`src/hw/rtl/idle_busy_group_reroute_coordinator_top_macros.svh`:
```
// assertion macros for the coordinator rtl
// no dependencies
`ifndef IDLE_BUSY_GROUP_REROUTE_COORDINATOR_TOP_MACROS_SVH
`define IDLE_BUSY_GROUP_REROUTE_COORDINATOR_TOP_MACROS_SVH

// property that must hold at every clock edge outside reset
`define ASSERT_ALWAYS(label, clk, rst, prop, msg) \
  label: assert property (@(posedge clk) disable iff (rst) (prop)) else $error(msg);

// implication checked in the following cycle
`define ASSERT_NEXT(label, clk, rst, ante, cons, msg) \
  label: assert property (@(posedge clk) disable iff (rst) (ante) |=> (cons)) else $error(msg);

`endif

```
`src/hw/rtl/ibgrc_pkg.sv`:
```
// constants and types for the group reroute coordinator
// no dependencies
`default_nettype none
package ibgrc_pkg;
  localparam logic [2:0] CMD_TICK     = 3'd0;
  localparam logic [2:0] CMD_IDLE     = 3'd1;
  localparam logic [2:0] CMD_CAPACITY = 3'd2;
  localparam logic [2:0] CMD_STATUS   = 3'd3;
  localparam logic [2:0] CMD_REJECT   = 3'd4;
  localparam logic [2:0] CMD_ACK      = 3'd5;
  localparam logic [2:0] CMD_CLOSE    = 3'd6;

  localparam logic [2:0] ST_UNKNOWN      = 3'd0;
  localparam logic [2:0] ST_WRITING      = 3'd1;
  localparam logic [2:0] ST_WRITING_MORE = 3'd2;
  localparam logic [2:0] ST_REJECTED     = 3'd3;
  localparam logic [2:0] ST_IDLE         = 3'd4;
  localparam logic [2:0] ST_PENDING      = 3'd5;
  localparam logic [2:0] ST_CAPACITY     = 3'd6;
  localparam logic [2:0] ST_CLOSED       = 3'd7;

  localparam logic [2:0] ACT_NONE    = 3'd0;
  localparam logic [2:0] ACT_REROUTE = 3'd1;
  localparam logic [2:0] ACT_INQUIRY = 3'd2;
  localparam logic [2:0] ACT_CLOSE   = 3'd3;
  localparam logic [2:0] ACT_MORE    = 3'd4;

  localparam logic [1:0] OUT_NOT_FOUND = 2'd0;
  localparam logic [1:0] OUT_FOUND     = 2'd1;
  localparam logic [1:0] OUT_FINISHED  = 2'd2;

  localparam logic [1:0] PH_SEARCH = 2'd0;
  localparam logic [1:0] PH_WAIT   = 2'd1;
  localparam logic [1:0] PH_DONE   = 2'd2;

  localparam logic CFG_GROUP_COUNT = 1'b0;
  localparam logic CFG_COORD_GROUP = 1'b1;
endpackage
`default_nettype wire

```
`src/hw/rtl/idle_busy_group_reroute_coordinator_top.sv`:
```
// top level of the group reroute coordinator: sequencer around the status ram
// depends on ibgrc_pkg, ibgrc_ram and the assertion macro header
//
// channel    dir  fields (lsb first)
// s_axis     in   tdata: command[2:0] group_a[6:3] group_b[10:7] queue_nonempty[11]
//                        moved_writer[27:12], zero fill to 32
// m_axis     out  tdata: action[2:0] source_group[6:3] dest_group[10:7]
//                        writer_rank[26:11] search_outcome[28:27] all_done[29]
// cfg        in   cfg_we, cfg_index, cfg_data (group_count, coordinator_group)
//
// an event item reads the group_a status, then does up to two read-modify-writes (group_a, group_b)
// a search tick walks the status ram one entry a cycle, idle scan first, then busy scan
// after reset a clearing pass writes every status entry
// one item at a time; the result waits in an output register, s_tready low meanwhile
`default_nettype none
`include "idle_busy_group_reroute_coordinator_top_macros.svh"
module idle_busy_group_reroute_coordinator_top
  import ibgrc_pkg::*;
#(
  parameter int MAX_GROUPS = 16,
  parameter int RANK_BITS  = 16
) (
  input  wire logic        clk,
  input  wire logic        rst,
  input  wire logic        s_axis_tvalid,
  output logic             s_axis_tready,
  input  wire logic [31:0] s_axis_tdata,   // command, group_a, group_b, queue_nonempty, moved_writer
  output logic             m_axis_tvalid,
  input  wire logic        m_axis_tready,
  output logic [31:0]      m_axis_tdata,   // action, source_group, dest_group, writer_rank,
                                           // search_outcome, all_done
  input  wire logic        cfg_we,
  input  wire logic        cfg_index,
  input  wire logic [4:0]  cfg_data
);
  localparam int AW = $clog2(MAX_GROUPS);
  localparam int CW = $clog2(MAX_GROUPS + 1);

  // sequencer states
  localparam logic [3:0] S_CLEAR  = 4'd0;
  localparam logic [3:0] S_IDLE   = 4'd1;
  localparam logic [3:0] S_RDA    = 4'd2;  // group_a status on rdata, a written
  localparam logic [3:0] S_RDB    = 4'd3;  // not entered by the sequencer
  localparam logic [3:0] S_FINB   = 4'd4;  // b data available
  localparam logic [3:0] S_ISCAN  = 4'd5;
  localparam logic [3:0] S_BSCAN  = 4'd6;
  localparam logic [3:0] S_WIDLE  = 4'd7;  // mark idle group pending
  localparam logic [3:0] S_OUT    = 4'd8;
  localparam logic [3:0] S_WAITA  = 4'd9;  // read latency for group_a
  localparam logic [3:0] S_WAITB  = 4'd10;

  logic [3:0] state;

  // configuration
  logic [4:0] group_count;
  logic [3:0] coordinator_group;
  always_ff @(posedge clk) begin
    if (rst) begin
      group_count <= 5'd16;
      coordinator_group <= 4'd0;
    end else if (cfg_we) begin
      unique case (cfg_index)
        CFG_GROUP_COUNT: group_count <= cfg_data;
        CFG_COORD_GROUP: coordinator_group <= cfg_data[3:0];
        default: ;
      endcase
    end
  end

  // group count clamped to the range 1 to MAX_GROUPS
  logic [CW-1:0] n_use;
  always_comb begin
    if (group_count == 5'd0) begin
      n_use = CW'(1);
    end else if (32'(group_count) > MAX_GROUPS) begin
      n_use = CW'(MAX_GROUPS);
    end else begin
      n_use = CW'(group_count);
    end
  end

  // idle and close masks in flip-flops, use mask decoded from the group count, one bit per group
  logic [MAX_GROUPS-1:0] idle_owed;
  logic [MAX_GROUPS-1:0] close_owed;
  logic [MAX_GROUPS-1:0] use_mask;
  always_comb begin
    for (int i = 0; i < MAX_GROUPS; i++) begin
      use_mask[i] = (CW'(i) < n_use);
    end
  end

  // latched item
  logic [2:0]  cmd;
  logic [3:0]  ga, gb;
  logic        qne;
  logic [15:0] rank;

  logic        a_ok, b_ok;
  assign a_ok = ({1'b0, ga} < 5'(n_use)) && (32'(ga) < MAX_GROUPS);
  assign b_ok = ({1'b0, gb} < 5'(n_use)) && (32'(gb) < MAX_GROUPS);

  // status ram
  logic          ram_we;
  logic [AW-1:0] ram_waddr, ram_raddr;
  logic [2:0]    ram_wdata, ram_rdata;

  ibgrc_ram #(.WIDTH(3), .DEPTH(MAX_GROUPS)) u_status (
    .clk(clk), .we(ram_we), .waddr(ram_waddr), .wdata(ram_wdata),
    .raddr(ram_raddr), .rdata(ram_rdata)
  );

  // scan and sequencing registers
  logic [AW-1:0] idle_ptr, busy_ptr;
  logic [AW-1:0] scan_ptr;          // entry whose read data arrives this cycle
  logic [CW-1:0] scan_left;         // entries still to be issued
  logic [CW-1:0] done_cnt;
  logic          scan_issued;
  logic [AW-1:0] idle_idx;
  logic          inquiry_pending;
  logic [1:0]    phase;
  logic [AW-1:0] clr_addr;

  // result register
  logic [2:0]  r_action;
  logic [3:0]  r_src, r_dst;
  logic [15:0] r_rank;
  logic [1:0]  r_outcome;

  // next pointer with wrap at the group count
  function automatic logic [AW-1:0] wrap_inc(input logic [AW-1:0] p, input logic [CW-1:0] n);
    logic [CW:0] q;
    q = (CW+1)'(p) + (CW+1)'(1);
    if (q >= (CW+1)'(n)) begin
      wrap_inc = '0;
    end else begin
      wrap_inc = AW'(q);
    end
  endfunction

  logic [AW-1:0] nxt_ptr;
  assign nxt_ptr = wrap_inc(scan_ptr, n_use);

  logic in_fire, out_fire;
  assign s_axis_tready = (state == S_IDLE) && !m_axis_tvalid;
  assign in_fire  = s_axis_tvalid && s_axis_tready;
  assign out_fire = m_axis_tvalid && m_axis_tready;

  logic any_idle_owed, any_close_owed_after;
  logic [MAX_GROUPS-1:0] close_owed_next;
  assign any_idle_owed = |(idle_owed & use_mask);

  // scan helpers
  logic [2:0]  wanted;
  logic        scan_hit, scan_fin;
  assign wanted   = (state == S_ISCAN) ? ST_IDLE : ST_WRITING;
  assign scan_hit = scan_issued && (ram_rdata == wanted);
  assign scan_fin = scan_issued && ((ram_rdata == ST_IDLE) || (ram_rdata == ST_CAPACITY));

  // last entry of a scan checked without a hit, and close broadcast on it
  logic scan_end, close_bcast;
  assign scan_end = ((state == S_ISCAN) || (state == S_BSCAN)) && scan_issued && !scan_hit &&
                    (scan_left == '0);
  assign close_bcast = scan_end && ((done_cnt + CW'(scan_fin)) == n_use) && !any_idle_owed;

  // ram port drive
  always_comb begin
    ram_we    = 1'b0;
    ram_waddr = '0;
    ram_wdata = ST_UNKNOWN;
    ram_raddr = '0;
    unique case (state)
      S_CLEAR: begin
        ram_we = 1'b1;
        ram_waddr = clr_addr;
      end
      S_IDLE: ram_raddr = AW'(s_axis_tdata[6:3]);
      S_WAITA: ram_raddr = AW'(ga);
      S_WAITB: ram_raddr = AW'(gb);
      S_RDA: begin
        // status for group_a is on rdata
        ram_raddr = AW'(gb);
        ram_waddr = AW'(ga);
        if (a_ok) begin
          unique case (cmd)
            CMD_IDLE:     begin ram_we = 1'b1; ram_wdata = ST_IDLE; end
            CMD_CAPACITY: begin ram_we = 1'b1; ram_wdata = ST_CAPACITY; end
            CMD_STATUS:   begin ram_we = 1'b1; ram_wdata = qne ? ST_WRITING : ST_IDLE; end
            CMD_REJECT:   begin ram_we = (ram_rdata == ST_PENDING); ram_wdata = ST_REJECTED; end
            CMD_ACK:      begin ram_we = (ram_rdata == ST_PENDING); ram_wdata = ST_WRITING; end
            CMD_CLOSE:    begin ram_we = 1'b1; ram_wdata = ST_CLOSED; end
            default: ;
          endcase
        end
      end
      S_FINB: begin
        ram_waddr = AW'(gb);
        if (b_ok) begin
          if (cmd == CMD_REJECT) begin
            ram_we = (ram_rdata == ST_PENDING);
            ram_wdata = ST_IDLE;
          end else begin
            ram_we = 1'b1;
            ram_wdata = ST_WRITING_MORE;
          end
        end
      end
      S_ISCAN, S_BSCAN: begin
        ram_raddr = nxt_ptr;
        if (state == S_BSCAN && scan_hit) begin
          ram_we = 1'b1;
          ram_waddr = scan_ptr;
          ram_wdata = ST_PENDING;
        end
      end
      S_WIDLE: begin
        ram_we = 1'b1;
        ram_waddr = idle_idx;
        ram_wdata = ST_PENDING;
      end
      default: ;
    endcase
  end

  always_comb begin
    close_owed_next = close_owed;
    if (state == S_RDA && cmd == CMD_CLOSE && a_ok) begin
      close_owed_next[AW'(ga)] = 1'b0;
    end
    // coordinator's own close ack counts as received on the broadcast
    if (close_bcast && (32'(coordinator_group) < MAX_GROUPS)) begin
      close_owed_next[AW'(coordinator_group)] = 1'b0;
    end
  end
  assign any_close_owed_after = |(close_owed_next & use_mask);

  always_ff @(posedge clk) begin
    if (rst) begin
      state <= S_CLEAR;
      clr_addr <= '0;
      idle_owed <= '1;
      close_owed <= '1;
      idle_ptr <= '0;
      busy_ptr <= '0;
      inquiry_pending <= 1'b1;
      phase <= PH_SEARCH;
      m_axis_tvalid <= 1'b0;
      scan_issued <= 1'b0;
    end else begin
      close_owed <= close_owed_next;
      if (out_fire) begin
        m_axis_tvalid <= 1'b0;
      end
      unique case (state)
        S_CLEAR: begin
          clr_addr <= clr_addr + AW'(1);
          if (32'(clr_addr) == MAX_GROUPS - 1) begin
            state <= S_IDLE;
          end
        end
        S_IDLE: begin
          if (in_fire) begin
            cmd  <= s_axis_tdata[2:0];
            ga   <= s_axis_tdata[6:3];
            gb   <= s_axis_tdata[10:7];
            qne  <= s_axis_tdata[11];
            rank <= s_axis_tdata[27:12] & 16'((33'd1 << RANK_BITS) - 33'd1);
            r_action <= ACT_NONE;
            r_src <= '0;
            r_dst <= '0;
            r_rank <= '0;
            r_outcome <= OUT_NOT_FOUND;
            if (s_axis_tdata[2:0] == CMD_TICK) begin
              if (phase == PH_SEARCH) begin
                state <= S_ISCAN;
                scan_ptr <= idle_ptr;
                scan_left <= n_use;
                done_cnt <= '0;
                scan_issued <= 1'b0;
              end else begin
                state <= S_OUT;
              end
            end else begin
              state <= S_WAITA;
            end
          end
        end
        S_WAITA: state <= S_RDA;
        S_RDA: begin
          unique case (cmd)
            CMD_IDLE: begin
              if (a_ok) idle_owed[AW'(ga)] <= 1'b0;
              if (inquiry_pending) begin
                r_action <= ACT_INQUIRY;
                r_src <= ga;
                inquiry_pending <= 1'b0;
              end
            end
            CMD_CAPACITY: if (a_ok) idle_owed[AW'(ga)] <= 1'b0;
            CMD_ACK: begin
              r_action <= ACT_MORE;
              r_dst <= gb;
              r_rank <= rank;
              if (b_ok) idle_owed[AW'(gb)] <= 1'b1;
            end
            default: ;
          endcase
          if (cmd == CMD_REJECT || cmd == CMD_ACK) begin
            state <= S_WAITB;
          end else begin
            state <= S_OUT;
            if (phase == PH_WAIT && !any_close_owed_after) phase <= PH_DONE;
          end
        end
        S_WAITB: state <= S_FINB;
        S_FINB: begin
          state <= S_OUT;
          if (phase == PH_WAIT && !any_close_owed_after) phase <= PH_DONE;
        end
        S_ISCAN, S_BSCAN: begin
          // issue next read while checking the previous one
          if (scan_hit) begin
            scan_issued <= 1'b0;
          end else if (scan_left != '0) begin
            scan_ptr <= nxt_ptr;
            scan_left <= scan_left - CW'(1);
            scan_issued <= 1'b1;
          end else begin
            scan_issued <= 1'b0;
          end
          if (scan_hit && state == S_ISCAN) begin
            done_cnt <= '0;
          end else if (scan_fin) begin
            done_cnt <= done_cnt + CW'(1);
          end
          if (scan_hit) begin
            if (state == S_ISCAN) begin
              idle_ptr <= scan_ptr;
              idle_idx <= scan_ptr;
              state <= S_BSCAN;
              scan_ptr <= busy_ptr;
              scan_left <= n_use;
            end else begin
              busy_ptr <= scan_ptr;
              r_action <= ACT_REROUTE;
              r_src <= 4'(scan_ptr);
              r_dst <= 4'(idle_idx);
              r_outcome <= OUT_FOUND;
              state <= S_WIDLE;
            end
          end else if (scan_end) begin
            // last entry checked without a hit
            if (state == S_ISCAN) idle_ptr <= scan_ptr;
            else busy_ptr <= scan_ptr;
            if ((done_cnt + CW'(scan_fin)) == n_use) begin
              r_outcome <= OUT_FINISHED;
              if (!any_idle_owed) begin
                r_action <= ACT_CLOSE;
                phase <= PH_WAIT;
              end
            end
            state <= S_OUT;
          end
        end
        S_WIDLE: state <= S_OUT;
        S_OUT: begin
          // close ack check after a close broadcast
          if (phase == PH_WAIT && !any_close_owed_after) phase <= PH_DONE;
          // output register is empty here, items are only taken when it is
          m_axis_tvalid <= 1'b1;
          state <= S_IDLE;
        end
        default: state <= S_IDLE;
      endcase
    end
  end

  logic done_flag;
  assign done_flag = (phase == PH_DONE);
  logic done_q;
  always_ff @(posedge clk) begin
    if (state == S_OUT) done_q <= done_flag || (phase == PH_WAIT && !any_close_owed_after);
  end

  assign m_axis_tdata = {2'b00, done_q, r_outcome, r_rank, r_dst, r_src, r_action};

  `ASSERT_ALWAYS(a_ready_idle, clk, rst, !(s_axis_tready && state != S_IDLE), "ready outside idle")
  `ASSERT_NEXT(a_done_sticky, clk, rst, phase == PH_DONE, phase == PH_DONE, "done phase left")
  `ASSERT_NEXT(a_fire_leaves, clk, rst, in_fire, state != S_IDLE, "item accepted but idle")
endmodule
`default_nettype wire

```
`src/hw/rtl/ibgrc_ram.sv`:
```
// generic single-port-write, one-read synchronous ram with registered read
// no dependencies
`default_nettype none
module ibgrc_ram #(
  parameter int WIDTH = 8,
  parameter int DEPTH = 16
) (
  input  wire logic                     clk,
  input  wire logic                     we,
  input  wire logic [$clog2(DEPTH)-1:0] waddr,
  input  wire logic [WIDTH-1:0]         wdata,
  input  wire logic [$clog2(DEPTH)-1:0] raddr,
  output logic      [WIDTH-1:0]         rdata
);
  logic [WIDTH-1:0] mem [DEPTH];

  always_ff @(posedge clk) begin
    if (we) begin
      mem[waddr] <= wdata;
    end
    rdata <= mem[raddr];
  end
endmodule
`default_nettype wire
```
`config.mk`:
```
export PLATFORM = sky130hd
export DESIGN_NAME = idle_busy_group_reroute_coordinator_top
export DESIGN_NICKNAME = d
export VERILOG_FILES = /design/src/hw/rtl/ibgrc_pkg.sv /design/src/hw/rtl/idle_busy_group_reroute_coordinator_top.sv /design/src/hw/rtl/ibgrc_ram.sv
export VERILOG_INCLUDE_DIRS = /design/src /design/src/hw/rtl
export SDC_FILE = /design/constraint.sdc
export NUM_CORES = 1
export LEC_CHECK = 0
export ABC_CLOCK_PERIOD_IN_PS = 7900
export BUFFER_PORTS_ARGS = -buffer_cell sky130_fd_sc_hd__buf_2
export CORE_MARGIN = 2
export CORE_UTILIZATION = 50
export CTS_CLUSTER_DIAMETER = 30
export DETAILED_ROUTE_END_ITERATION = 12
export PLACE_DENSITY = 0.67
export SLEW_MARGIN = 10
export SYNTH_ARGS = -nofsm -noshare
export SYNTH_HDL_FRONTEND = slang
export SYNTH_SLANG_ARGS = --single-unit
```
`constraint.sdc`:
```
create_clock -name clk -period 7.9 [get_ports clk]
set_clock_uncertainty 0.1 [all_clocks]
set_input_delay 0 -clock clk [delete_from_list [all_inputs] [get_ports clk]]
set_output_delay 0 -clock clk [all_outputs]
set_load 0.02 [all_outputs]
```
== Word-level counts from Yosys, hierarchy flattened ==
Memory sizes are Yosys's and may differ from the RTL's. A register that Yosys moved wholly into a read port is not among the register bits.
Cells that the tools add are included.
Storage, ports and cells
  flip-flop bits (word level): 138
  memory bits (writable): 48
  word-level logic and storage cells: 294
  memories kept: 1
Cells by class
  add/subtract/negate cells: 5
  magnitude comparators: 26
  equal/unequal tests: 46
  mux-type cells: 113
  bitwise gates (word level): 10
  reductions and logical operators: 66
Memory list
  u_status.mem: words 16, width 3, rd ports 1, clocked after Yosys merged registers in 1, write ports 1, RTL line ibgrc_ram.sv:15  | logic [WIDTH-1:0] mem [DEPTH];
Operators with widths (number)
  4-bit 2-to-1 mux: 29
  16-bit 2-to-1 mux: 6
  16-bit AND: 5
  5-bit 2-to-1 mux: 14
  16-bit case mux with 2 select lines: 2
  4-bit by 5-bit < comparator with 1-bit output, first input constant: 8
  3-bit 2-to-1 mux: 13
  16-bit inverter: 2
  16-bit OR reduction: 2
  4-bit case mux with 7 select lines: 1
  2-bit 2-to-1 mux: 12
  4-bit case mux with 3 select lines: 2
  6-bit AND reduction: 4
  2-bit inequality test, second input constant: 11
  3-bit by 5-bit < comparator with 1-bit output, first input constant: 4
  4-bit case mux with 5 select lines: 1
  5-bit case mux with 2 select lines: 2
  3-bit == test, second input constant: 6
  1-bit logical AND: 18
  3-bit inequality test, second input constant: 6
  3-bit case mux with 6 select lines: 1
  1-bit 2-to-1 mux: 17
  4-bit by 3-bit == test with 1-bit output, second input constant: 4
  4-bit == test, second input constant: 4
  51 further kinds: 92

== Depth between registers and ports, before layout ==
Gate-level depths: netlist of run 1.
  word-level depth: 17
  mapped depth: 15
  mapped depth without buffers: 13

== Cells and area by module ==
Synthesis of run 1 repeated with hierarchy kept, for this count alone.
Unflattened totals
  cell total of the unflattened synthesis: 905
  area total of the unflattened synthesis: 9412.8 um^2
Modules (own cells, without submodules)
  idle_busy_group_reroute_coordinator_top: instances 1, cells each 802, area an instance 7400.8 um^2, seq. area each 3523.4 um^2
  ibgrc_ram: instances 1, cells each 103, area an instance 2011.9 um^2, seq. area each 1501.4 um^2

== Least setup slack after synthesis of run 1 ==
Ideal clock, no wire load.
  path kind: register -> register
  from: register group_count[4]
  to: memory u_status.mem[0][2], data pin
  library setup time: 0.419 ns
  arrival: 2.958 ns
  path slack: 4.423 ns
  stages on the path, launching flop included: 11
  clock period less this slack: 3.477 ns
  cells stage by stage: dfxtp_1 buf_2 buf_2 clkbuf_1 nand2b_1 ha_1 a21o_1 a21oi_1 or2_2 nand3_1 o311ai_0
On the way
  longest elaborated chain between the ends: 6
Ends and longest elaborated chain
  start: declaration: RTL line idle_busy_group_reroute_coordinator_top.sv:55  | logic [4:0] group_count;
  start signal: assignment: RTL line idle_busy_group_reroute_coordinator_top.sv:63  | CFG_GROUP_COUNT: group_count <= cfg_data;
  5-bit > comparator: RTL line idle_busy_group_reroute_coordinator_top.sv:75  | end else if (32'(group_count) > MAX_GROUPS) begin
  5-bit 2-to-1 mux: RTL line idle_busy_group_reroute_coordinator_top.sv:75
  5-bit 2-to-1 mux *: RTL line idle_busy_group_reroute_coordinator_top.sv:73  | if (group_count == 5'd0) begin
  4-bit by 5-bit < comparator with 1-bit output (on tied branches): RTL line idle_busy_group_reroute_coordinator_top.sv:100, idle_busy_group_reroute_coordinator_top.sv:99
  3-bit 2-to-1 mux (on tied branches): RTL line idle_busy_group_reroute_coordinator_top.sv:197, idle_busy_group_reroute_coordinator_top.sv:183
  3-bit case mux with 4 select lines *: RTL line idle_busy_group_reroute_coordinator_top.sv:171  | unique case (state)
  net ram_wdata[2]: RTL line idle_busy_group_reroute_coordinator_top.sv:105  | logic [2:0] ram_wdata, ram_rdata;
  end: declaration: RTL line ibgrc_ram.sv:15
Mark *: on every way through the listed nets, which the timed path passes. The rest lies on a longest branch.

== Worst setup path in the final report of run 1 ==
  from: register group_count[3]
  to: register u_status.rdata[2], read port of u_status.mem
On the way
  longest elaborated chain between the ends: 6
Ends and longest elaborated chain
  5-bit > comparator: RTL line idle_busy_group_reroute_coordinator_top.sv:75
  5-bit 2-to-1 mux: RTL line idle_busy_group_reroute_coordinator_top.sv:75
  5-bit 2-to-1 mux *: RTL line idle_busy_group_reroute_coordinator_top.sv:73
  5-bit greater-or-equal comparator *: RTL line idle_busy_group_reroute_coordinator_top.sv:133  | if (q >= (CW+1)'(n)) begin
  4-bit 2-to-1 mux *: RTL line idle_busy_group_reroute_coordinator_top.sv:133
  4-bit case mux with 4 select lines *: RTL line idle_busy_group_reroute_coordinator_top.sv:171
  end: declaration: RTL line ibgrc_ram.sv:13  | output logic [WIDTH-1:0] rdata
Every way passes the cells marked *; elsewhere a longest branch is shown, timed or not.
A chain may end at the register's enable or synchronous reset.

==> flow_metrics.env, run 1 <==
export IMPL_syn_inst=1000
export IMPL_drt_vias_per_instance=6.12
export IMPL_critPathBufInv=0
export IMPL_synthTopCellsByArea="edfxtp_1 (38%), dfxtp_1 (13%), nand2_1 (4.3%)"
export IMPL_finalSetupViolCount=0
export IMPL_ys_warnings_count=0
export IMPL_io_buffers=70
export IMPL_syn_to_final_growth_pct=15.6
export IMPL_synth_area_per_cell_um2=9.88
export IMPL_fin_area_um2=11400
export IMPL_ant_nets=0
export IMPL_hold_path_class="input pin to flop"
export IMPL_cts_tree="done"
export IMPL_layout_min_cycle_time_ns=4.63
export IMPL_final_max_slew_viol_count=0
export IMPL_tightestPinTransition_ns=1.18
export IMPL_ys_seq_elements=189
export IMPL_p_sw_mw=0.600
export IMPL_worst_slack_ns=3.27
export IMPL_dr_pass1_iters=5
export IMPL_hold_violations=0
export IMPL_rows=51
export IMPL_htreeDepth=4
export IMPL_finalCritPeriodShare=0.585
export IMPL_track_usage=0.270
export IMPL_cts_setup_buffers=0
export IMPL_routed_wirelength_mm=27.5
export IMPL_hp_start="rst"
export IMPL_seq_area_frac_synth=0.509
export IMPL_startpoint_type="flop"
export IMPL_cts_sinks=189
export IMPL_dr_total_vias=8356
export IMPL_synth_xor_area_frac=0.0147
export IMPL_cp_common_cell="a211oi_1"
export IMPL_p_comb_frac=0.109
export IMPL_start_util=0.509
export IMPL_path_delay_family="compound AO/OA/AOI/OAI gates"
export IMPL_yosysMostFrequentCell="edfxtp_1"
export IMPL_nets=1142
export IMPL_power_density_nw_per_um2=194
export IMPL_synthAdderAreaFrac=0.0182
export IMPL_core_um2=19400
export IMPL_synth_edff_count=124
export IMPL_worst_ep_arrival_time_ns=4.91
export IMPL_die_w_um=145
export IMPL_syn_cell_area_um2=9880
export IMPL_n_antenna_cell=0
export IMPL_drc=0
export IMPL_crit_type="flop to flop"
export IMPL_cp_required_ns=8.19
export IMPL_n_fill_cell=1711
export IMPL_worstSetupEndpointType="flop"
export IMPL_fmax_mhz=216
export IMPL_cts_hold_buf=39
export IMPL_outcome="complete, no violations"
export IMPL_cts_made_buffers=17
export IMPL_synth_compound_area_frac=0.210
export IMPL_wl_per_cell_um=20.1
export IMPL_critPathLaunch="group_count[3]"
export IMPL_pwr_share_clk=0.385
export IMPL_dp_slack_ns=3.42
export IMPL_path_cells="nor4_1 -> or2_2 -> ha_1 -> nand2b_1 -> a211oi_1 -> o21ai_0 -> a21boi_1 -> o211ai_1 -> and2_0 -> a211oi_1 -> o311ai_0 -> o211a_1"
export IMPL_grt_pass1_wl_mm=42.9
export IMPL_antenna_found_initial=0
export IMPL_ios=77
export IMPL_slowest_stage="o211ai_1"
export IMPL_synth_main_ff_cell="edfxtp_1"
export IMPL_p_seq_frac=0.506
export IMPL_vdd_ir_drop_max_mv=0.149
export IMPL_dieArea_um2=20900
export IMPL_netSwitchingFraction=0.271
export IMPL_clockBufferDepth=2
export IMPL_hpwlAfterDp_mm=19.3
export IMPL_synth_top_family_by_area="compound AO/OA/AOI/OAI gates"
export IMPL_cts_resized=0
export IMPL_clkTransAtPathRegs_ns=0.08
export IMPL_synth_mux_area_frac=0.0136
export IMPL_critPathMaxFanout=15
export IMPL_drive_above_1_share=0.143
export IMPL_grt_max_degree=70
export IMPL_r2r_start="group_count[3]"
export IMPL_ys_top_cells_by_count="edfxtp_1 (124), nand2_1 (112), nor2_1 (103), dfxtp_1 (65), a21oi_1 (59)"
export IMPL_async_flop_share=0
export IMPL_synthSimpleGateAreaFrac=0.201
export IMPL_yosysTopAreaCell="edfxtp_1"
export IMPL_root_buffer="clkbuf_16"
export IMPL_clock_latency_ns=0.44
export IMPL_slowest_delay_ns=0.90
export IMPL_synth_top_cell_area_share=0.377
export IMPL_maxSlewHeadroom=0.210
export IMPL_drv_cap=0
export IMPL_grt_pass1_vias=7756
export IMPL_rsz0062_at_grt="false"
export IMPL_drt_iter0_drc=855
export IMPL_gr_total_overflow=0
export IMPL_intPower_mw=1.61
export IMPL_leakagePower_nw=4.21
export IMPL_synth_lib_cells_used_distinct=88
export IMPL_dieHeight_um=145
export IMPL_place_area_um2=10400
export IMPL_fin_setup_tns_ns=0
export IMPL_gp_congestion=0.935
==> cell type report <==
| class | count | area, um2 | area share |
|---|---|---|---|
| flip-flops and latches | 189 | 5020 | 0.440 |
| multi-input cells | 735 | 4540 | 0.398 |
| repair buffers | 124 | 853 | 0.0748 |
| clock buffers | 18 | 439 | 0.0385 |
| well taps | 265 | 332 | 0.0291 |
| clock inverters | 14 | 150 | 0.0132 |
| inverters | 20 | 75.1 | 0.00658 |
==> power by group through the flow <==
stage | logic (mW) | clock network [mW] | registers (mW)
final | 0.241 | 0.854 | 1.12
after global routing | 0.264 | 0.903 | 1.12
after CTS | 0.239 | 0.864 | 1.12
after detailed placement | 0.221 | 0 | 1.14
after global placement | 0.219 | 0 | 1.14
after floorplan | 0.153 | 0 | 1.13
==> final timing paths <==
path	to	slack (ns)	cells after the start
max	u_status.rdata[2]	3.27	12
max reg2reg	u_status.rdata[2]	3.27	12
min	group_count[0]	0.11	3
min reg2reg	idle_ptr[1]	0.36	2
==> registers in the layout, summed over array words and instances, names as in the netlist, 5 cells and up <==
| register | count |
|---|---|
| r_rank | 16 |
| u_status.mem | 48 |
| rank | 16 |
| scan_left | 5 |
| close_owed | 16 |
| group_count | 5 |
| done_cnt | 5 |
| idle_owed | 16 |
==> worst reg2reg max path, delay by kind of cell, from the launching register on <==
family                     cells  cell delay, ns
DFF                            1            0.78
AOI/OAI and AO/OA              7            2.34
adders and majority gates      1            0.29
and+or+nand+nor                4            1.07
==> through the flow <==
step	total power, mW	hold slack [ns]	util	instances
after detailed placement	1.36	0.0781	0.538	1294
final	2.22	0.107	0.588	1365
after CTS	2.22	0.0940	0.588	1365
after global placement	1.36	0.0770	0.538	1294
after global routing	2.29	0.122	0.588	1365
after floorplan	1.28	-0.00113	-	1001
==> cell families (layout without fill, tap and decap cells) <==
kind of cell    count (synthesis)  count (layout)
simple gates                  397             397
xor+xnor                       15              15
fa+ha+maj                      15              15
flops                         189             189
mux                            13              13
compound gates                293             293
other cells                     1               2
buf+inv                        77             176
==> cells in the final DEF (no fill, tap or decap), types with 20 or more instances in the layout <==
| cell type | count |
|---|---|
| nand3_1 | 32 |
| o21ai_0 | 53 |
| dlygate4sd3_1 | 39 |
| buf_2 | 70 |
| a21oi_1 | 59 |
| nand2_1 | 112 |
| nor2b_1 | 20 |
| nor2_1 | 102 |
| nand2b_1 | 22 |
| edfxtp_1 | 124 |
| and2_1 | 26 |
| dfxtp_1 | 65 |
==> metal layers <==
metal  part of all wire  vias to the layer above  track usage
met5                  0                        -            0
met4              0.026                        0       0.0838
met3              0.067                       51       0.0507
met2               0.48                      341        0.448
met1               0.42                     4038        0.361
li1                   -                     3926            -
Note: power is estimated with default switching activity, not from simulation.
==> run 2: changes to the inputs <==
--- a/config.mk
+++ b/config.mk
@@ -6,13 +6,13 @@
 export SDC_FILE = /design/constraint.sdc
 export NUM_CORES = 1
 export LEC_CHECK = 0
-export ABC_CLOCK_PERIOD_IN_PS = 7900
+export ABC_CLOCK_PERIOD_IN_PS = 4150
 export BUFFER_PORTS_ARGS = -buffer_cell sky130_fd_sc_hd__buf_2
 export CORE_MARGIN = 2
 export CORE_UTILIZATION = 50
 export CTS_CLUSTER_DIAMETER = 30
 export DETAILED_ROUTE_END_ITERATION = 12
-export PLACE_DENSITY = 0.67
+export PLACE_DENSITY = 0.7
 export SLEW_MARGIN = 10
 export SYNTH_ARGS = -nofsm -noshare
 export SYNTH_HDL_FRONTEND = slang
==> constraint.sdc (replaced) <==
create_clock -name clk -period 4.15 [get_ports clk]
set_clock_uncertainty 0.1 [all_clocks]
set_input_delay 0 -clock clk [delete_from_list [all_inputs] [get_ports clk]]
set_output_delay 0 -clock clk [all_outputs]
set_load 0.02 [all_outputs]
==> run 2 against run 1 <==
  * Clock power increased by 96%
  * Sequential power rose by 88%
  * Global-route usage up 0.75 points
  * Routed wire length grew 2.7%
  * Fmax increased by 18%
  * First-iteration DRC count rose by 8.0%
  * Hold slack gained 0.033 ns
  * Via count grew 1.3%
==> flow_metrics.env, run 2 (synthesis results as in run 1) <==
export IMPL_cp_common_cell="ha_1"
export IMPL_track_usage=0.278
export IMPL_hpwlAfterDp_mm=20.3
export IMPL_gr_total_overflow=0
export IMPL_dr_total_vias=8466
export IMPL_start_util=0.509
export IMPL_finalPower_mw=4.29
export IMPL_largest_register="u_status.mem"
export IMPL_worst_ep_arrival_time_ns=4.17
export IMPL_worstSetupEndpointType="flop"
export IMPL_clockBufferDepth=2
export IMPL_core_um2=19400
export IMPL_pwr_share_clk=0.390
export IMPL_dieHeight_um=145
export IMPL_hold_path_class="input pin to flop"
export IMPL_critPathBufInv=0
export IMPL_dp_cells=1322
export IMPL_maxSlewHeadroom=0.332
export IMPL_cts_sinks=189
export IMPL_ios=77
export IMPL_drc=0
export IMPL_slowest_delay_ns=0.43
export IMPL_startpoint_type="flop"
export IMPL_slowest_stage="nand4b_2"
export IMPL_die_w_um=145
export IMPL_drt_iter0_drc=923
export IMPL_clock_latency_ns=0.45
export IMPL_drt_vias_per_instance=6.06
export IMPL_vdd_ir_drop_max_mv=0.287
export IMPL_n_fill_cell=1681
export IMPL_wl_per_cell_um=20.2
export IMPL_finalCritPeriodShare=0.946
export IMPL_root_buffer="clkbuf_16"
export IMPL_final_cell_mix="edfxtp_1 (124), nand2_1 (112), nor2_1 (101)"
export IMPL_cts_tree="done"
export IMPL_htreeDepth=4
export IMPL_r2r_start="u_status.rdata[2]"
export IMPL_dr_pass1_iters=5
export IMPL_drive_above_1_share=0.164
export IMPL_rows=51
export IMPL_critPathLaunch="u_status.rdata[2]"
export IMPL_antenna_found_initial=0
export IMPL_layout_min_cycle_time_ns=3.93
export IMPL_grt_pass1_wl_mm=43.6
export IMPL_routed_wirelength_mm=28.2
export IMPL_fin_setup_tns_ns=0
export IMPL_ant_nets=0
export IMPL_critPathMaxFanout=6
export IMPL_dieArea_um2=20900
export IMPL_cts_made_buffers=17
export IMPL_p_comb_frac=0.118
export IMPL_largest_reg_flops=48
export IMPL_finalSetupViolCount=0
export IMPL_cp_endpoint="phase[0]"
export IMPL_crit_type="flop to flop"
export IMPL_r2r_setup_slack_ns=0.22
export IMPL_reg2reg_depth=13
export IMPL_grt_max_degree=69
export IMPL_drv_cap=0
export IMPL_multi_input_area_um2=4540
export IMPL_clkTransAtPathRegs_ns=0.07
export IMPL_path_cells="nor2b_1 -> and2_1 -> ha_1 -> ha_1 -> and3b_1 -> o22ai_1 -> o21a_1 -> nand4b_1 -> nand4b_2 -> o31ai_1 -> nand4_1 -> a2111o_1 -> o31a_1"
export IMPL_fmax_mhz=255
export IMPL_n_antenna_cell=0
export IMPL_final_common_cell="edfxtp_1"
export IMPL_gp_congestion=0.974
export IMPL_rsz0062_at_grt="false"
export IMPL_intPower_mw=3.13
export IMPL_p_sw_mw=1.16
export IMPL_r2r_end="phase[0]"
export IMPL_tightestPinTransition_ns=0.998
export IMPL_cp_required_ns=4.39
export IMPL_final_seq_area_um2=5020
export IMPL_path_delay_family="simple AND/OR/NAND/NOR gates"
export IMPL_netSwitchingFraction=0.271
export IMPL_fin_cells=1396
export IMPL_hold_violations=0
export IMPL_final_max_slew_viol_count=0
export IMPL_leakagePower_nw=4.37
export IMPL_outcome="complete, no violations"
export IMPL_crit_cells=13
export IMPL_syn_to_final_growth_pct=18.2
export IMPL_nets=1173
export IMPL_grt_pass1_vias=7936
export IMPL_power_density_nw_per_um2=367
export IMPL_io_buffers=70
export IMPL_p_seq_frac=0.493
[run 2: how the worst min path moves through the flow]
stage	startpoint	to	slack, ns	cells after the start
floorplan	s_axis_tdata[0]	cmd[0]	-0.001	0
global placement	s_axis_tdata[12]	rank[0]	0.08	1
detailed placement	s_axis_tdata[10]	gb[3]	0.08	1
CTS	rst	group_count[1]	0.13	3
global route	s_axis_tvalid	r_outcome[0]	0.16	4
finish	s_axis_tvalid	r_outcome[1]	0.14	4
[run 2: repair_timing]
| item | CTS | global route |
|---|---|---|
| setup endpoints to repair | 0 | 3 |
| endpoints found under the hold margin | 38 | 0 |
| hold buffers | 42 | 0 |
| gates resized for setup | 0 | 1 |
| buffers inserted | 0 | 0 |
[run 2: routing by layer]
metal | track usage | routed length (um)
met5 | 0 | 0
met4 | 0.0961 | 786
met3 | 0.0454 | 2000
met2 | 0.460 | 13600
met1 | 0.372 | 11900
[run 2: power groups by stage]
stage               Combinational, mW  Sequential [mW]  Clock [mW]
CTS                             0.497             2.11        1.68
floorplan                       0.292             2.15           0
detailed placement              0.463             2.15           0
global placement                0.458             2.15           0
finish                          0.505             2.11        1.67
global route                    0.548             2.12        1.75
[run 2: metrics by stage]
step,worst slack (ns),utilization,hold WS (ns),instance area [um2]
after detailed placement,0.295,0.549,0.0781,10700
after global routing,0.0146,0.602,0.157,11700
after CTS,0.266,0.602,0.129,11700
final,0.222,0.602,0.140,11700
after global placement,0.385,0.549,0.0773,10700
after floorplan,0.673,-,-0.00113,9880
[run 2: layout make-up]
class	instances	area share
Sequential cell	189	0.430
Clock inverter	15	0.0149
Clock buffer	17	0.0364
Timing Repair Buffer	155	0.0947
Multi-Input combinational cell	735	0.389
Tap cell	265	0.0284
Inverter	20	0.00643
[run 2: worst min-delay path: stages]
cell and delay [ns]:
buf_2 0.11, nor2b_1 0.15, nand2_1 0.13, a211oi_1 0.12
==> run 3: changes to the inputs <==
--- a/config.mk
+++ b/config.mk
@@ -9,10 +9,10 @@
 export ABC_CLOCK_PERIOD_IN_PS = 4150
 export BUFFER_PORTS_ARGS = -buffer_cell sky130_fd_sc_hd__buf_2
 export CORE_MARGIN = 2
-export CORE_UTILIZATION = 50
+export CORE_UTILIZATION = 55
 export CTS_CLUSTER_DIAMETER = 30
 export DETAILED_ROUTE_END_ITERATION = 12
-export PLACE_DENSITY = 0.7
+export PLACE_DENSITY = 0.76
 export SLEW_MARGIN = 10
 export SYNTH_ARGS = -nofsm -noshare
 export SYNTH_HDL_FRONTEND = slang
==> run 3 against run 2 <==
  * Power rose by 0.45%
  * Sequential power is essentially flat
  * Critical endpoint unchanged
  * Largest power group unchanged
  * Flip-flop and latch count is the same
  * Largest cell class unchanged
  * Final cell count down 2.6%
  * Critical path depth did not move
  * Via count is 2.5% higher
  * First-iteration DRC count increased by 7.8%
==> flow_metrics.env, run 3 (synthesis results as in run 1) <==
export IMPL_outcome="complete, no violations"
export IMPL_worstSetupEndpointType="flop"
export IMPL_largest_reg_flops=48
export IMPL_io_buffers=70
export IMPL_final_common_cell="edfxtp_1"
export IMPL_maxSlewHeadroom=0.352
export IMPL_gr_total_overflow=0
export IMPL_track_usage=0.293
export IMPL_hold_path_class="input pin to flop"
export IMPL_cts_made_buffers=17
export IMPL_clkTransAtPathRegs_ns=0.08
export IMPL_critPathBufInv=0
export IMPL_fin_setup_tns_ns=0
export IMPL_startpoint_type="flop"
export IMPL_critPathMaxFanout=6
export IMPL_final_seq_area_um2=5020
export IMPL_path_delay_family="simple AND/OR/NAND/NOR gates"
export IMPL_finalSetupViolCount=0
export IMPL_cp_common_cell="ha_1"
export IMPL_rsz0062_at_grt="false"
export IMPL_grt_max_degree=42
export IMPL_n_antenna_cell=0
export IMPL_dr_total_vias=8674
export IMPL_ios=77
export IMPL_hold_depth=2
export IMPL_reg2reg_depth=13
export IMPL_dieHeight_um=138
export IMPL_clock_latency_ns=0.44
export IMPL_r2r_end="phase[0]"
export IMPL_largest_register="u_status.mem"
export IMPL_fmax_mhz=261
export IMPL_gp_congestion=0.960
export IMPL_htreeDepth=4
export IMPL_tightestPinTransition_ns=0.972
export IMPL_hold_path_end="m_axis_tvalid"
export IMPL_hp_start="rst"
export IMPL_start_util=0.556
export IMPL_worst_ep_arrival_time_ns=4.06
export IMPL_r2r_start="u_status.rdata[2]"
export IMPL_routed_wirelength_mm=28.4
export IMPL_slowest_stage="a2111o_1"
export IMPL_slowest_delay_ns=0.44
export IMPL_dieArea_um2=19000
export IMPL_path_cells="nor2b_1 -> and2_1 -> ha_1 -> ha_1 -> xor2_1 -> o22ai_1 -> o21a_1 -> nand4b_1 -> nand4b_2 -> nor3_2 -> a21oi_1 -> a2111o_1 -> o31a_1"
export IMPL_die_w_um=138
export IMPL_clockBufferDepth=2
export IMPL_drc=0
export IMPL_rows=49
export IMPL_leakagePower_nw=4.38
export IMPL_whs_ns=0.0204
export IMPL_cp_required_ns=4.38
export IMPL_grt_pass1_vias=8159
export IMPL_hpwlAfterDp_mm=19.7
export IMPL_n_fill_cell=1384
export IMPL_layout_min_cycle_time_ns=3.83
export IMPL_final_max_slew_viol_count=0
export IMPL_cts_sinks=189
export IMPL_dr_pass1_iters=6
export IMPL_power_density_nw_per_um2=369
export IMPL_cts_tree="done"
export IMPL_drv_cap=0
export IMPL_finalCritPeriodShare=0.923
export IMPL_antenna_found_initial=0
export IMPL_r2r_setup_slack_ns=0.32
export IMPL_ant_nets=0
export IMPL_core_um2=17800
export IMPL_multi_input_area_um2=4540
export IMPL_syn_to_final_growth_pct=18.1
export IMPL_wl_per_cell_um=20.9
export IMPL_drt_iter0_drc=995
export IMPL_root_buffer="clkbuf_16"
export IMPL_crit_type="flop to flop"
export IMPL_final_cell_mix="edfxtp_1 (124), nand2_1 (112), nor2_1 (102)"
export IMPL_grt_pass1_wl_mm=43.7
export IMPL_vdd_ir_drop_max_mv=0.499
export IMPL_nets=1173
export IMPL_drive_above_1_share=0.164
export IMPL_hold_violations=0
export IMPL_drt_vias_per_instance=6.38
[run 3: cell count changes in the layout (fill, tap and decap cells not counted), sizes merged]
cell	previous run	this run
buf	113	112
clkinvlp	1	0
clkinv	6	4
bufinv	1	0
inv	27	31
dlygate4sd3	42	43
[run 3: timing repair]
| action | in CTS | in global routing |
|---|---|---|
| endpoints found under the setup margin | 0 | 3 |
| setup buffers | 0 | 2 |
| resized for setup | 0 | 1 |
| endpoints found under the hold margin | 38 | 0 |
| hold buffers | 43 | 0 |
[run 3: stage by stage]
| step | cells | setup WS (ns) | utilization | total power, mW | area, um2 |
|---|---|---|---|---|---|
| 2_1_floorplan | 1001 | 0.673 | - | 2.44 | 9880 |
| 3_3_place_gp | 1283 | 0.326 | 0.595 | 2.59 | 10600 |
| 3_5_place_dp | 1283 | 0.149 | 0.595 | 2.60 | 10600 |
| 4_1_cts | 1358 | 0.111 | 0.655 | 4.30 | 11600 |
| 5_1_grt | 1360 | 0.0789 | 0.656 | 4.44 | 11700 |
| 6_report | 1360 | 0.320 | 0.656 | 4.31 | 11700 |
[run 3: worst register-to-register path, delay by kind of cell (launching register included)]
kind,cells,cell delay [ns]
and+or+nand+nor,5,1.51
AOI/OAI and AO/OA,5,1.13
adders and majority gates,2,0.45
DFF,1,0.35
xor gates and xnor gates,1,0.19
[run 3: final cells by class]
type / count / area share
Multi-Input combinational cell: 735 / 0.390
Clock buffer: 17 / 0.0365
Tap cell: 229 / 0.0246
Timing Repair Buffer: 155 / 0.0951
Clock inverter: 15 / 0.0168
Sequential cell: 189 / 0.431
Inverter: 20 / 0.00644
[run 3: per-layer routing]
| layer | up-vias | global-route usage | share of wire |
|---|---|---|---|
| li1 | 3990 | - | - |
| met1 | 4118 | 0.376 | 0.39 |
| met2 | 480 | 0.479 | 0.48 |
| met3 | 86 | 0.0696 | 0.097 |
| met4 | 0 | 0.121 | 0.036 |
| met5 | - | 0 | 0 |
[run 3: where the power goes]
| part | switching [mW] | internal, mW | leakage [nW] |
|---|---|---|---|
| sequential | 0.0522 | 2.07 | 1.63 |
| combinational | 0.288 | 0.197 | 2.45 |
| clock | 0.865 | 0.837 | 0.301 |
| total | 1.21 | 3.10 | 4.38 |
[run 3: worst max-delay path by stage]
stage	startpoint	to	slack [ns]	depth (start not counted)
2_1_floorplan	group_count[4]	u_status.mem[0][2]	0.67	10
3_3_place_gp	group_count[4]	u_status.rdata[2]	0.33	12
3_5_place_dp	group_count[4]	u_status.rdata[2]	0.15	12
4_1_cts	group_count[4]	u_status.rdata[0]	0.11	12
5_1_grt	group_count[4]	u_status.rdata[0]	0.08	14
6_report	u_status.rdata[2]	phase[0]	0.32	13
